[src/rtl/msbp_pkg.sv]
// ----------------------------------------------------------------------------
// msbp_pkg
// Shared types and constants for the MSB-first bit packer.
// ----------------------------------------------------------------------------
package msbp_pkg;

    // Limits and widths of the packer.
    localparam int MAX_WORDS   = 1024;
    localparam int CAP_W       = 11;
    localparam int CAP_RESET   = 256;
    localparam int WORD_W      = 32;
    localparam int WIDTH_W     = 6;
    localparam int ADDR_W      = 10;
    localparam int TOTAL_W     = 16;
    localparam int QUEUE_DEPTH = 2;

    // Action codes as they arrive on the input channel.
    localparam logic [1:0] ACT_WRITE = 2'd0;
    localparam logic [1:0] ACT_ALIGN = 2'd1;
    localparam logic [1:0] ACT_FLUSH = 2'd2;
    localparam logic [1:0] ACT_START = 2'd3;

    // Classified operation handed from the front end to the back end.
    typedef enum logic [2:0] {
        OP_NONE,
        OP_PUT,
        OP_ALIGN,
        OP_FLUSH,
        OP_START
    } op_t;

    typedef struct packed {
        op_t                op;
        logic [WORD_W-1:0]  value;
        logic [WIDTH_W-1:0] width;
    } op_item_t;

    typedef struct packed {
        logic               word_valid;
        logic [WORD_W-1:0]  word_data;
        logic [ADDR_W-1:0]  word_addr;
        logic               overflow;
        logic [TOTAL_W-1:0] bits_used;
    } result_t;

endpackage

[src/rtl/msbp_in_if.sv]
// ----------------------------------------------------------------------------
// msbp_in_if
// Input channel of the bit packer: one action item per handshake.
// ----------------------------------------------------------------------------
interface msbp_in_if;
    logic        valid;
    logic        ready;
    logic [1:0]  action;
    logic [31:0] field_value;
    logic [5:0]  field_width;

    modport source (output valid, output action, output field_value, output field_width,
                    input ready);
    modport sink   (input valid, input action, input field_value, input field_width,
                    output ready);
endinterface

[src/rtl/msbp_out_if.sv]
// ----------------------------------------------------------------------------
// msbp_out_if
// Output channel of the bit packer: one result item per handshake.
// ----------------------------------------------------------------------------
interface msbp_out_if;
    logic        valid;
    logic        ready;
    logic        word_valid;
    logic [31:0] word_data;
    logic [9:0]  word_addr;
    logic        overflow;
    logic [15:0] bits_used;

    modport source (output valid, output word_valid, output word_data, output word_addr,
                    output overflow, output bits_used, input ready);
    modport sink   (input valid, input word_valid, input word_data, input word_addr,
                    input overflow, input bits_used, output ready);
endinterface

[src/rtl/msbp_front.sv]
// ----------------------------------------------------------------------------
// msbp_front
// Accepts input items, clamps the field width, masks the field value and
// classifies each item into an operation for the queue.
// ----------------------------------------------------------------------------
module msbp_front
    import msbp_pkg::*;
(
    msbp_in_if.sink  in_item,
    input  logic     q_full,
    output logic     q_push,
    output op_item_t q_item
);

    logic [WIDTH_W-1:0] width_clamped;
    logic [WORD_W-1:0]  value_mask;

    assign in_item.ready = !q_full;
    assign q_push        = in_item.valid && !q_full;

    // Widths above 32 behave as 32.
    assign width_clamped = (in_item.field_width > WIDTH_W'(WORD_W)) ? WIDTH_W'(WORD_W)
                                                                    : in_item.field_width;
    assign value_mask    = {WORD_W{1'b1}} >> (WIDTH_W'(WORD_W) - width_clamped);

    always_comb
    begin
        q_item.value = in_item.field_value & value_mask;
        q_item.width = width_clamped;
        unique case (in_item.action)
            ACT_WRITE: q_item.op = (width_clamped == '0) ? OP_NONE : OP_PUT;
            ACT_ALIGN: q_item.op = OP_ALIGN;
            ACT_FLUSH: q_item.op = OP_FLUSH;
            ACT_START: q_item.op = OP_START;
            default:   q_item.op = OP_NONE;
        endcase
    end

endmodule

[src/rtl/msbp_fifo.sv]
// ----------------------------------------------------------------------------
// msbp_fifo
// Short queue of classified operations between the front and back ends.
// ----------------------------------------------------------------------------
module msbp_fifo
    import msbp_pkg::*;
#(
    parameter int DEPTH = QUEUE_DEPTH
)
(
    input  logic     clk,
    input  logic     rst_n,
    input  logic     push,
    input  op_item_t push_item,
    output logic     full,
    input  logic     pop,
    output logic     not_empty,
    output op_item_t head_item
);

    localparam int IDX_W = (DEPTH > 1) ? $clog2(DEPTH) : 1;
    localparam int CNT_W = $clog2(DEPTH + 1);
    localparam logic [IDX_W-1:0] LAST_IDX = IDX_W'(DEPTH - 1);
    localparam logic [CNT_W-1:0] FULL_CNT = CNT_W'(DEPTH);

    op_item_t         mem [DEPTH];
    logic [IDX_W-1:0] wr_ptr_reg, wr_ptr_next;
    logic [IDX_W-1:0] rd_ptr_reg, rd_ptr_next;
    logic [CNT_W-1:0] count_reg, count_next;

    assign full      = (count_reg == FULL_CNT);
    assign not_empty = (count_reg != '0);
    assign head_item = mem[rd_ptr_reg];

    always_comb
    begin
        wr_ptr_next = wr_ptr_reg;
        rd_ptr_next = rd_ptr_reg;
        count_next  = count_reg;
        if (push)
        begin
            wr_ptr_next = (wr_ptr_reg == LAST_IDX) ? '0 : wr_ptr_reg + 1'b1;
        end
        if (pop)
        begin
            rd_ptr_next = (rd_ptr_reg == LAST_IDX) ? '0 : rd_ptr_reg + 1'b1;
        end
        if (push && !pop)
        begin
            count_next = count_reg + 1'b1;
        end
        else if (pop && !push)
        begin
            count_next = count_reg - 1'b1;
        end
    end

    always_ff @(posedge clk or negedge rst_n)
    begin
        if (!rst_n)
        begin
            wr_ptr_reg <= '0;
            rd_ptr_reg <= '0;
            count_reg  <= '0;
        end
        else
        begin
            wr_ptr_reg <= wr_ptr_next;
            rd_ptr_reg <= rd_ptr_next;
            count_reg  <= count_next;
        end
    end

    always_ff @(posedge clk)
    begin
        if (push)
        begin
            mem[wr_ptr_reg] <= push_item;
        end
    end

endmodule

[src/rtl/msbp_back.sv]
// ----------------------------------------------------------------------------
// msbp_back
// Carries out queued operations on the packing state and holds the result
// item in an output register.
// ----------------------------------------------------------------------------
module msbp_back
    import msbp_pkg::*;
(
    input  logic             clk,
    input  logic             rst_n,
    input  logic [CAP_W-1:0] capacity,
    input  logic             q_valid,
    input  op_item_t         q_item,
    output logic             q_pop,
    output logic             res_valid,
    input  logic             res_ready,
    output result_t          res
);

    localparam logic [CAP_W-1:0] MAX_CAP = CAP_W'(MAX_WORDS);

    logic [WORD_W-1:0]  part_reg, part_next;
    logic [4:0]         bit_pos_reg, bit_pos_next;
    logic [CAP_W-1:0]   word_pos_reg, word_pos_next;
    logic [TOTAL_W-1:0] bit_total_reg, bit_total_next;
    logic               overflow_reg, overflow_next;
    logic               out_valid_reg, out_valid_next;
    result_t            out_reg, out_next;

    logic [CAP_W-1:0]   eff_words;
    logic [TOTAL_W-1:0] cap_bits;
    logic               do_put;
    logic [WIDTH_W-1:0] put_width;
    logic [WORD_W-1:0]  put_value;
    logic [TOTAL_W:0]   total_sum;
    logic               fits;
    logic [6:0]         pos_sum;
    logic [95:0]        placed_wide;
    logic [63:0]        merged;
    logic               room;
    logic               emit;
    logic [WORD_W-1:0]  emit_data;

    // Capacity below one acts as one, above the limit as the limit.
    always_comb
    begin
        if (capacity == '0)
        begin
            eff_words = CAP_W'(1);
        end
        else if (capacity > MAX_CAP)
        begin
            eff_words = MAX_CAP;
        end
        else
        begin
            eff_words = capacity;
        end
    end

    assign cap_bits = TOTAL_W'({eff_words, 5'b0});
    assign room     = (word_pos_reg < eff_words);

    assign do_put    = (q_item.op == OP_PUT) ||
                       ((q_item.op == OP_ALIGN) && (bit_total_reg[2:0] != 3'b0));
    assign put_width = (q_item.op == OP_ALIGN) ? (WIDTH_W'(8) - {3'b0, bit_total_reg[2:0]})
                                               : q_item.width;
    assign put_value = (q_item.op == OP_ALIGN) ? '0 : q_item.value;

    assign total_sum   = {1'b0, bit_total_reg} + (TOTAL_W + 1)'(put_width);
    assign fits        = (total_sum <= {1'b0, cap_bits});
    assign pos_sum     = {2'b0, bit_pos_reg} + {1'b0, put_width};
    // The field lands with its last bit at bit position 64 - pos_sum.
    assign placed_wide = {put_value, 64'b0} >> pos_sum;
    assign merged      = {part_reg, 32'b0} | placed_wide[63:0];

    assign q_pop = q_valid && (!out_valid_reg || res_ready);

    always_comb
    begin
        part_next      = part_reg;
        bit_pos_next   = bit_pos_reg;
        word_pos_next  = word_pos_reg;
        bit_total_next = bit_total_reg;
        overflow_next  = overflow_reg;
        emit           = 1'b0;
        emit_data      = '0;

        if (q_pop)
        begin
            unique case (q_item.op)
                OP_NONE:
                begin
                end
                OP_PUT, OP_ALIGN:
                begin
                    if (do_put)
                    begin
                        if (!fits)
                        begin
                            overflow_next = 1'b1;
                        end
                        else
                        begin
                            bit_total_next = total_sum[TOTAL_W-1:0];
                            bit_pos_next   = pos_sum[4:0];
                            if (pos_sum[5])
                            begin
                                part_next = merged[31:0];
                                if (room)
                                begin
                                    emit          = 1'b1;
                                    emit_data     = merged[63:32];
                                    word_pos_next = word_pos_reg + 1'b1;
                                end
                                else
                                begin
                                    overflow_next = 1'b1;
                                end
                            end
                            else
                            begin
                                part_next = merged[63:32];
                            end
                        end
                    end
                end
                OP_FLUSH:
                begin
                    if (bit_pos_reg != '0)
                    begin
                        if (!room)
                        begin
                            overflow_next = 1'b1;
                        end
                        else
                        begin
                            emit          = 1'b1;
                            emit_data     = part_reg;
                            word_pos_next = word_pos_reg + 1'b1;
                        end
                    end
                end
                OP_START:
                begin
                    part_next      = '0;
                    bit_pos_next   = '0;
                    word_pos_next  = '0;
                    bit_total_next = '0;
                    overflow_next  = 1'b0;
                end
                default:
                begin
                end
            endcase
        end

        out_next.word_valid = emit;
        out_next.word_data  = emit_data;
        out_next.word_addr  = emit ? word_pos_reg[ADDR_W-1:0] : '0;
        out_next.overflow   = overflow_next;
        out_next.bits_used  = bit_total_next;

        if (q_pop)
        begin
            out_valid_next = 1'b1;
        end
        else if (res_ready)
        begin
            out_valid_next = 1'b0;
        end
        else
        begin
            out_valid_next = out_valid_reg;
        end
    end

    always_ff @(posedge clk or negedge rst_n)
    begin
        if (!rst_n)
        begin
            part_reg      <= '0;
            bit_pos_reg   <= '0;
            word_pos_reg  <= '0;
            bit_total_reg <= '0;
            overflow_reg  <= 1'b0;
            out_valid_reg <= 1'b0;
        end
        else
        begin
            part_reg      <= part_next;
            bit_pos_reg   <= bit_pos_next;
            word_pos_reg  <= word_pos_next;
            bit_total_reg <= bit_total_next;
            overflow_reg  <= overflow_next;
            out_valid_reg <= out_valid_next;
        end
    end

    always_ff @(posedge clk)
    begin
        if (q_pop)
        begin
            out_reg <= out_next;
        end
    end

    assign res_valid = out_valid_reg;
    assign res       = out_reg;

endmodule

[src/rtl/msb_first_bit_packer_core.sv]
// ----------------------------------------------------------------------------
// msb_first_bit_packer_core
// Packs fields of 1 to 32 bits, most significant bit first, into indexed
// 32-bit words, with align, flush and start actions and a sticky overflow.
// ----------------------------------------------------------------------------
//
// Channel     Direction  Handshake     Contents
// ---------   ---------  ------------  ------------------------------------------
// in_item     sink       valid/ready   action, field_value, field_width
// out_item    source     valid/ready   word_valid, word_data, word_addr,
//                                      overflow, bits_used
// cfg         write      cfg_wr_en     cfg_wr_data = capacity_words (11 bits)
//
// One item is accepted every clock cycle for as long as the output side keeps
// taking results. Its result appears on out_item after a pass through the
// two-entry operation queue and the packing stage, whose registered update of
// the partial word sets that rate. Reset clears the packing state and the
// queue, and sets the capacity to 256 words. When out_item stalls, the result
// register holds and the queue absorbs up to two more items before
// in_item.ready falls.
//
module msb_first_bit_packer_core
    import msbp_pkg::*;
#(
    parameter int QUEUE_DEPTH_P = QUEUE_DEPTH
)
(
    input  logic             clk,
    input  logic             rst_n,
    input  logic             cfg_wr_en,
    input  logic [CAP_W-1:0] cfg_wr_data,
    msbp_in_if.sink          in_item,
    msbp_out_if.source       out_item
);

    // Configured buffer size in words; clamping happens in the back end.
    logic [CAP_W-1:0] capacity_reg;

    // Front end to queue.
    logic     q_push;
    logic     q_full;
    op_item_t q_push_item;

    // Queue to back end.
    logic     q_pop;
    logic     q_not_empty;
    op_item_t q_head_item;

    // Result register contents.
    logic    res_valid;
    result_t res;

    always_ff @(posedge clk or negedge rst_n)
    begin
        if (!rst_n)
        begin
            capacity_reg <= CAP_W'(CAP_RESET);
        end
        else if (cfg_wr_en)
        begin
            capacity_reg <= cfg_wr_data;
        end
    end

    // The front end decodes the action and prepares the field for packing.
    msbp_front u_front (
        .in_item (in_item),
        .q_full  (q_full),
        .q_push  (q_push),
        .q_item  (q_push_item)
    );

    // The queue lets the front end keep accepting while the result waits.
    msbp_fifo #(
        .DEPTH (QUEUE_DEPTH_P)
    ) u_fifo (
        .clk       (clk),
        .rst_n     (rst_n),
        .push      (q_push),
        .push_item (q_push_item),
        .full      (q_full),
        .pop       (q_pop),
        .not_empty (q_not_empty),
        .head_item (q_head_item)
    );

    // The back end owns the partial word, positions, bit count and flag.
    msbp_back u_back (
        .clk       (clk),
        .rst_n     (rst_n),
        .capacity  (capacity_reg),
        .q_valid   (q_not_empty),
        .q_item    (q_head_item),
        .q_pop     (q_pop),
        .res_valid (res_valid),
        .res_ready (out_item.ready),
        .res       (res)
    );

    assign out_item.valid      = res_valid;
    assign out_item.word_valid = res.word_valid;
    assign out_item.word_data  = res.word_data;
    assign out_item.word_addr  = res.word_addr;
    assign out_item.overflow   = res.overflow;
    assign out_item.bits_used  = res.bits_used;

endmodule

[src/flat_wrapper.sv]
// flat-port wrapper written by rule: the top's interface ports become plain ports
module msb_first_bit_packer_core_flat import msbp_pkg::*;
#(
    parameter int QUEUE_DEPTH_P = QUEUE_DEPTH
)
  (clk, rst_n, cfg_wr_en, cfg_wr_data, in_item_valid, in_item_action, in_item_field_value, in_item_field_width, in_item_ready, out_item_valid, out_item_word_valid, out_item_word_data, out_item_word_addr, out_item_overflow, out_item_bits_used, out_item_ready);
  msbp_in_if in_item_i ();
  msbp_out_if out_item_i ();
  input  logic clk;
  input  logic rst_n;
  input  logic cfg_wr_en;
  input  logic [CAP_W-1:0] cfg_wr_data;
  input wire logic [$bits(in_item_i.valid)-1:0] in_item_valid;
  input wire logic [$bits(in_item_i.action)-1:0] in_item_action;
  input wire logic [$bits(in_item_i.field_value)-1:0] in_item_field_value;
  input wire logic [$bits(in_item_i.field_width)-1:0] in_item_field_width;
  output wire logic [$bits(in_item_i.ready)-1:0] in_item_ready;
  output wire logic [$bits(out_item_i.valid)-1:0] out_item_valid;
  output wire logic [$bits(out_item_i.word_valid)-1:0] out_item_word_valid;
  output wire logic [$bits(out_item_i.word_data)-1:0] out_item_word_data;
  output wire logic [$bits(out_item_i.word_addr)-1:0] out_item_word_addr;
  output wire logic [$bits(out_item_i.overflow)-1:0] out_item_overflow;
  output wire logic [$bits(out_item_i.bits_used)-1:0] out_item_bits_used;
  input wire logic [$bits(out_item_i.ready)-1:0] out_item_ready;
  assign in_item_i.valid = in_item_valid;
  assign in_item_i.action = in_item_action;
  assign in_item_i.field_value = in_item_field_value;
  assign in_item_i.field_width = in_item_field_width;
  assign in_item_ready = in_item_i.ready;
  assign out_item_valid = out_item_i.valid;
  assign out_item_word_valid = out_item_i.word_valid;
  assign out_item_word_data = out_item_i.word_data;
  assign out_item_word_addr = out_item_i.word_addr;
  assign out_item_overflow = out_item_i.overflow;
  assign out_item_bits_used = out_item_i.bits_used;
  assign out_item_i.ready = out_item_ready;
  msb_first_bit_packer_core #(.QUEUE_DEPTH_P(QUEUE_DEPTH_P)) u_core (.clk(clk), .rst_n(rst_n), .cfg_wr_en(cfg_wr_en), .cfg_wr_data(cfg_wr_data), .in_item(in_item_i), .out_item(out_item_i));
endmodule
[config.mk]
export PLATFORM = sky130hd
export DESIGN_NAME = msb_first_bit_packer_core_flat
export DESIGN_NICKNAME = d
export VERILOG_FILES = /design/src/rtl/msbp_pkg.sv /design/src/rtl/msbp_in_if.sv /design/src/rtl/msbp_out_if.sv /design/src/rtl/msbp_front.sv /design/src/rtl/msbp_fifo.sv /design/src/rtl/msbp_back.sv /design/src/rtl/msb_first_bit_packer_core.sv /design/src/flat_wrapper.sv
export SDC_FILE = /design/constraint.sdc
export NUM_CORES = 1
export LEC_CHECK = 0
export ABC_AREA = 1
export CAP_MARGIN = 20
export CORE_MARGIN = 2
export CORE_UTILIZATION = 65
export CTS_BUF_LIST = sky130_fd_sc_hd__clkbuf_2 sky130_fd_sc_hd__clkbuf_4 sky130_fd_sc_hd__clkbuf_8
export DETAILED_ROUTE_END_ITERATION = 16
export DONT_BUFFER_PORTS = 1
export MAX_ROUTING_LAYER = met4
export PLACE_DENSITY = 0.89
export SLEW_MARGIN = 20
export SYNTH_ARGS = -nofsm -noshare
export SYNTH_HDL_FRONTEND = slang
export SYNTH_SLANG_ARGS = --single-unit
[constraint.sdc]
create_clock -name clk -period 6.3 [get_ports clk]
set_input_delay 0.63 -clock clk [delete_from_list [all_inputs] [get_ports clk]]
set_output_delay 0.63 -clock clk [all_outputs]
set_load 0.01 [all_outputs]
# == Yosys cells after proc, flatten, opt, wreduce, memory -nomap -nowiden ==
# Memories as Yosys holds them, arrays and structs flattened.
# Cells that the tools add are included.
# totals
ff_bits,141
mem_bits_rw,82
memories,1
out_inout_bits,62
# op_classes
magnitude_cmp,4
reduce_logical,24
muxes,53
bitwise_logic,2
shift,2
n_addsub,9
eq_ne,12
# mem_list
memory,depth,width,rd,rd_clocked_by_memory_dff,wr,line_no,text
u_core.u_fifo.mem,2,41,1,0,1,msbp_fifo.sv:26,op_item_t mem [DEPTH];
# ops
operator,n
32-bit 2-to-1 mux,10
32-bit one-hot mux with 2 select lines,2
96-bit by 7-bit right shift with 64-bit output,1
11-bit 2-to-1 mux,7
64-bit bitwise OR,1
16-bit 2-to-1 mux,3
11-bit one-hot mux with 3 select lines,1
32-bit AND,1
16-bit one-hot mux with 2 select lines,1
"32-bit by 6-bit right shift with 32-bit output, first input constant",1
1-bit 2-to-1 mux,19
16-bit by 6-bit adder with 17-bit output,1
17-bit by 16-bit <= comparator with 1-bit output,1
6-bit 2-to-1 mux,2
3-bit one-hot mux with 4 select lines,1
"11-bit by 1-bit adder with 11-bit output, second input constant",1
"11-bit > comparator, second input constant",1
11-bit zero test,1
11-bit < comparator,1
5-bit 2-to-1 mux,2
5-bit one-hot mux with 2 select lines,1
"2-bit inequality test, second input constant",4
2-bit nonzero test,4
5-bit by 6-bit adder with 7-bit output,1
24 further kinds,38

# == Longest topological paths before layout ==
# An unclocked memory read counts as a cell.
# logic_depth
word_depth,11
depth_mapped,36

# == Hierarchy ==
# From an unflattened synthesis, not the netlist that was laid out.
# hier_totals
hier_cells,1883
hier_area_um2,14625.3
# by_module_without_submodules
mod,cells_per_inst,area_per_inst_um2,n_inst
msbp_back,1530,10079.7,1
msbp_fifo,153,3368.2,1
msbp_front,153,754.5,1
msb_first_bit_packer_core,47,422.9,1

# == Worst setup path before layout ==
# OpenSTA, ideal clock, no wires.
# synth_timing
path_type,reg2reg
start,register u_core.u_fifo.rd_ptr_reg
end,register u_core.u_back.out_reg (netlist bit u_core.u_back.res[11]) (data pin)
arrival_ns,4.093
path_stages_with_launch,33
setup_slack_ns,1.942
synth_period_minus_slack_ns,4.358
t_required_ns,6.035
n_path_buf,3
cell_sequence,dfrtp_1 > buf_6 > inv_4 > nand2_1 > nand2_2 > nand3_4 > buf_8 > buf_6 > nor2_1 > a31o_2 > inv_1 > ha_1 > fa_1 > nand3_1 > nand2_1 > nand2_1 > nand2_1 > nand2_1 > nor2_1 > a21oi_1 > nor2_1 > ha_1 > nand2_1 > o21a_1 > nor3_1 > nor2_1 > nand2_1 > nand2_2 > nand2_4 > inv_1 > or2_2 > inv_1 > a21oi_1
# synth_between
elab_chain_len,9
# synth_lines
item,line_no,text
"start, declared",msbp_fifo.sv:28,"logic [IDX_W-1:0] rd_ptr_reg, rd_ptr_next;"
"start signal, assigned",msbp_fifo.sv:69,rd_ptr_reg <= rd_ptr_next;
memory 2 x 41 bit (*),--,
3-bit by 2-bit == test with 1-bit output,"msbp_back.sv:65, msbp_back.sv:66, msbp_back.sv:91",
6-bit 2-to-1 mux,msbp_back.sv:66,"assign put_width = (q_item.op == OP_ALIGN) ? (WIDTH_W'(8) - {3'b0, bit_total_reg[2:0]})"
16-bit by 6-bit adder with 17-bit output,msbp_back.sv:70,"assign total_sum = {1'b0, bit_total_reg} + (TOTAL_W + 1)'(put_width);"
17-bit by 16-bit <= comparator with 1-bit output,msbp_back.sv:71,"assign fits = (total_sum <= {1'b0, cap_bits});"
16-bit 2-to-1 mux,msbp_back.sv:99,if (!fits)
16-bit 2-to-1 mux,msbp_back.sv:97,if (do_put)
16-bit one-hot mux with 2 select lines (*),msbp_back.sv:91,unique case (q_item.op)
16-bit 2-to-1 mux (*),msbp_back.sv:89,if (q_pop)
named net u_core.u_back.bit_total_next[11],msbp_back.sv:25,"logic [TOTAL_W-1:0] bit_total_reg, bit_total_next;"
"end signal, assigned",msbp_back.sv:204,out_reg <= out_next;
"end, declared",msbp_back.sv:28,"result_t out_reg, out_next;"
# Mark *: on every way through the listed nets, which the timed path passes. The rest lies on a longest branch.
# A chain may end at the register's enable or synchronous reset.

# == Final worst setup path ==
# layout_timing
start,register u_core.u_fifo.rd_ptr_reg
end,register u_core.u_back.word_pos_reg[9]
# layout_between
elab_chain_len,7
# layout_lines
item,line_no,text
memory 2 x 41 bit (*),--,
3-bit by 2-bit == test with 1-bit output,"msbp_back.sv:65, msbp_back.sv:66, msbp_back.sv:91",
6-bit 2-to-1 mux,msbp_back.sv:66,
16-bit by 6-bit adder with 17-bit output,msbp_back.sv:70,
17-bit by 16-bit <= comparator with 1-bit output,msbp_back.sv:71,
2-bit inequality test (no line),--,
6-bit AND reduction (no line),--,
"end signal, assigned",msbp_back.sv:193,word_pos_reg <= word_pos_next;
"end, declared",msbp_back.sv:24,"logic [CAP_W-1:0] word_pos_reg, word_pos_next;"
# Every way passes the cells marked *; elsewhere a longest branch is shown, timed or not.

==> results by group <==
Route
  – Routed wire length: 41600 um
  – Via count: 13500
  – Post-route DRC: 0
  – Iteration-0 DRC Markers: 1812
  – Wirelength per Cell: 19.3 um
  – Pre-antenna DRT Iters: 7
  – Routed Antenna Nets: 0
  – Via-to-Cell Ratio: 6.26

Clock network
  – Post-CTS resize count: 0
  – Clk pin slew, worst setup/hold paths: ~0.060 ns
  – H-tree depth: 2
  – CTS tree: done
  – Worst-Skew Late Latency: between 0.5 and 0.6 ns
  – CTS root buf: clkbuf_8
  – Post-CTS setup buffers: 0
  – Num CTS Buffers: 38
  – Clock Tree Buf Depth: 3
  – Hold buffers post-CTS: 1
  – Clock Sinks: 223

Cells and area
  – Fillers: 1691
  – Multi-input logic area: 7150 um2
  – Register area: 6290 um2
  – Final Non-Filler Cells: 2149
  – Diode count: 0
  – Layout cells sized above 1: 0.0968
  – Largest register FFs: 82
  – P&R area growth vs syn: 6.20%
  – Total Nets Final: 1940

Timing
  – Setup_tns: 0 ns
  – Final period utilization: 0.866
  – Actual slew at the worst max-slew pin: 1.06 ns
  – Slew headroom: 0.295
  – Post-route setup slack: about 0.85 ns
  – F_max: 183 MHz
  – Final setup vio count: 0
  – Unrepaired setup endpoints after global routing: false
  – Clk_skew: 0.0266 ns
  – Final min period: between 5 and 6 ns
  – Worst Hold Slack: -0.0167 ns
  – Slew Limit Fails: 0
  – Fin. Hold Viols: 21

Worst setup path
  – Critical Path End Type: register
  – Crit path max fanout: 42
  – Worst Path Arrival: 5.85 ns
  – Setup crit start kind: register
  – WS Path Type: register to register
  – CP Data Required Time: 6.69 ns

Die
  – Die height: 153 um
  – Core footprint: 21900 um2
  – I/O pin total: 118
  – Die Wd: 153 um
  – Die ar.: 23500 um2
  – Row count: 54
  – Initial Utilization: 0.662

Synthesis
  – Mapped cell area: 14500 um2
  – Post-synth top area share: 0.294
  – Gate Count Post-Synth: 1881
  – Share of the yosys chip area belonging to registers: 0.434
  – Synth Net Count: 1982
  – Yosys top cell by area: edfxtp_1
  – Area contributors post-synth: edfxtp_1 29%, nand3_1 14%, dfrtp_1 14%, nand2_1 14%, a21oi_1 4.3%
  – FFs w/ async S/R, synth: 0.363
  – Post-synth EDFFs: between 100 and 150
  – Register bit total from synthesis: 223
  – Most used flip-flop cell after synthesis: edfxtp_1
  – Netlist cell types: 56
  – Yosys warns: 0
  – Syn avg cell area: approximately 7.7 um2

Place
  – Port buffer count: 0
  – Gpl congestion: 0.993
  – Detail Placement HPWL: 29700 um
  – Pre-CTS setup slack: roughly 0.88 ns
  – Cells after DPL: just over 2000

Status
  – Violated checks: hold timing
  – Outcome: finished with violations

Global routing
  – Vias in the first global route: 12400
  – GRT overflow: 0
  – First-pass GRT wire length: 66700 um
  – Initial antenna violation count: 0
  – All-Layer GR Usage: 0.363
  – Largest net degree at the start of global routing: 82

Hold path
  – Hold Crit Class: input pin to asynchronous set/reset pin

Job
  – Maxcap violations: 0
## logic make-up after synthesis
| group | count (synthesis) | synth area share |
|---|---|---|
| flip-flops | 223 | 0.434 |
| XOR/XNOR | 20 | 0.0121 |
| AO/OA/AOI/OAI | 232 | 0.0875 |
| adder cells (fa/ha/maj) | 45 | 0.0399 |
| buffers and inverters | 256 | 0.0766 |
| AND/OR/NAND/NOR | 1098 | 0.344 |
| multiplexers | 7 | 0.00544 |
## per-stage QoR
stage / util / cell area (um2)
after floorplan: - / 14500
after global placement: 0.662 / 14500
after detailed placement: 0.663 / 14500
after CTS: 0.702 / 15400
after global routing: 0.703 / 15400
final: 0.703 / 15400
## routing by layer
layer,vias to the layer above,GRT usage,wire length (um),part of all wire
met5,-,-,0,0
met4,0,0.0904,1150,0.028
met3,103,0.0510,3620,0.087
met2,762,0.550,18800,0.45
met1,6291,0.523,17900,0.43
li1,6298,-,-,-
## cells in the mapped netlist, types with 3 or more instances
master,n
a21boi_1,4
a21oi_1,124
a21oi_2,10
a31oi_1,5
buf_1,14
buf_2,37
buf_4,3
buf_6,9
clkbuf_1,34
dfrtp_1,80
edfxtp_1,142
ha_1,43
inv_1,143
inv_2,12
mux2_2,7
nand2_1,527
nand2_2,11
nand3_1,403
nand3_2,16
nand3b_1,4
nand4_1,19
nor2_1,69
nor2_2,14
nor3_1,8
nor3_2,5
nor3b_1,5
nor4_1,3
o211ai_1,3
o21ai_0,48
o21ai_1,25
o22ai_1,3
or2_2,5
xor2_1,18
## critical path: stages (launching register included)
cell and delay [ns]:
dfrtp_1 0.39, buf_4 0.40, nand2_1 0.18, nand2_2 0.17, nand3_4 0.16, o21ai_0 0.50, fa_1 0.33, nand3_1 0.08
nand2_1 0.14, nand2_1 0.09, nand2_1 0.11, nand2_1 0.11, nor4_1 0.27, nand2_1 0.11, xor2_1 0.22, ha_1 0.30
a21oi_1 0.15, o21ai_1 0.08, nor2_1 0.10, nand2_1 0.08, nand3_1 0.14, nand4_1 0.76, nand2_1 0.31, o21ai_1 0.12
## layout make-up
| class | instances | area share |
|---|---|---|
| clock buffer | 60 | 0.0471 |
| clock inverter | 10 | 0.00691 |
| inverter | 157 | 0.0384 |
| multi-input combinational | 1402 | 0.464 |
| sequential | 223 | 0.409 |
| tap | 280 | 0.0228 |
| timing repair buffer | 17 | 0.0117 |
## path summary, 6_finish.rpt
path / startpoint / end / slack, ns / cells after the start
setup reg to reg: u_core.u_fifo.rd_ptr_reg / u_core.u_back.word_pos_reg[9] / 0.85 / 23
max in group asynchronous: rst_n / u_core.u_back.part_reg[9] / 5.92 / 1
setup / recovery: u_core.u_fifo.rd_ptr_reg / u_core.u_back.word_pos_reg[9] / 0.85 / 23
hold / removal: rst_n / u_core.u_back.bit_total_reg[4] / -0.02 / 1
hold reg to reg: u_core.u_fifo.count_reg[0] / u_core.u_fifo.count_reg[0] / 0.49 / 1
min in group clk: cfg_wr_en / u_core.capacity_reg[8] / 0.17 / 1
## cell usage in the layout (no fill, tap or decap), types with 5 or more instances in the layout
cell      netlist  routed
nand2_1       527     527
nand3_1       403     403
inv_1         143     143
edfxtp_1      142     142
a21oi_1       124     124
dfrtp_1        80      80
nor2_1         69      67
o21ai_0        48      48
clkbuf_8        0      44
ha_1           43      43
o21ai_1        25      25
nand4_1        19      19
xor2_1         18      17
nand3_2        16      16
clkbuf_4        0      16
nor2_2         14      14
buf_4           3      14
inv_2          12      12
nand2_2        11      11
a21oi_2        10       9
nor3_1          8       8
mux2_2          7       7
or2_2           5       5
a31oi_1         5       5
nor3b_1         5       5
clkinv_2        0       5
Power is not shown: default switching activity piles up to over one toggle a cycle in this logic, so the estimate is an artifact.
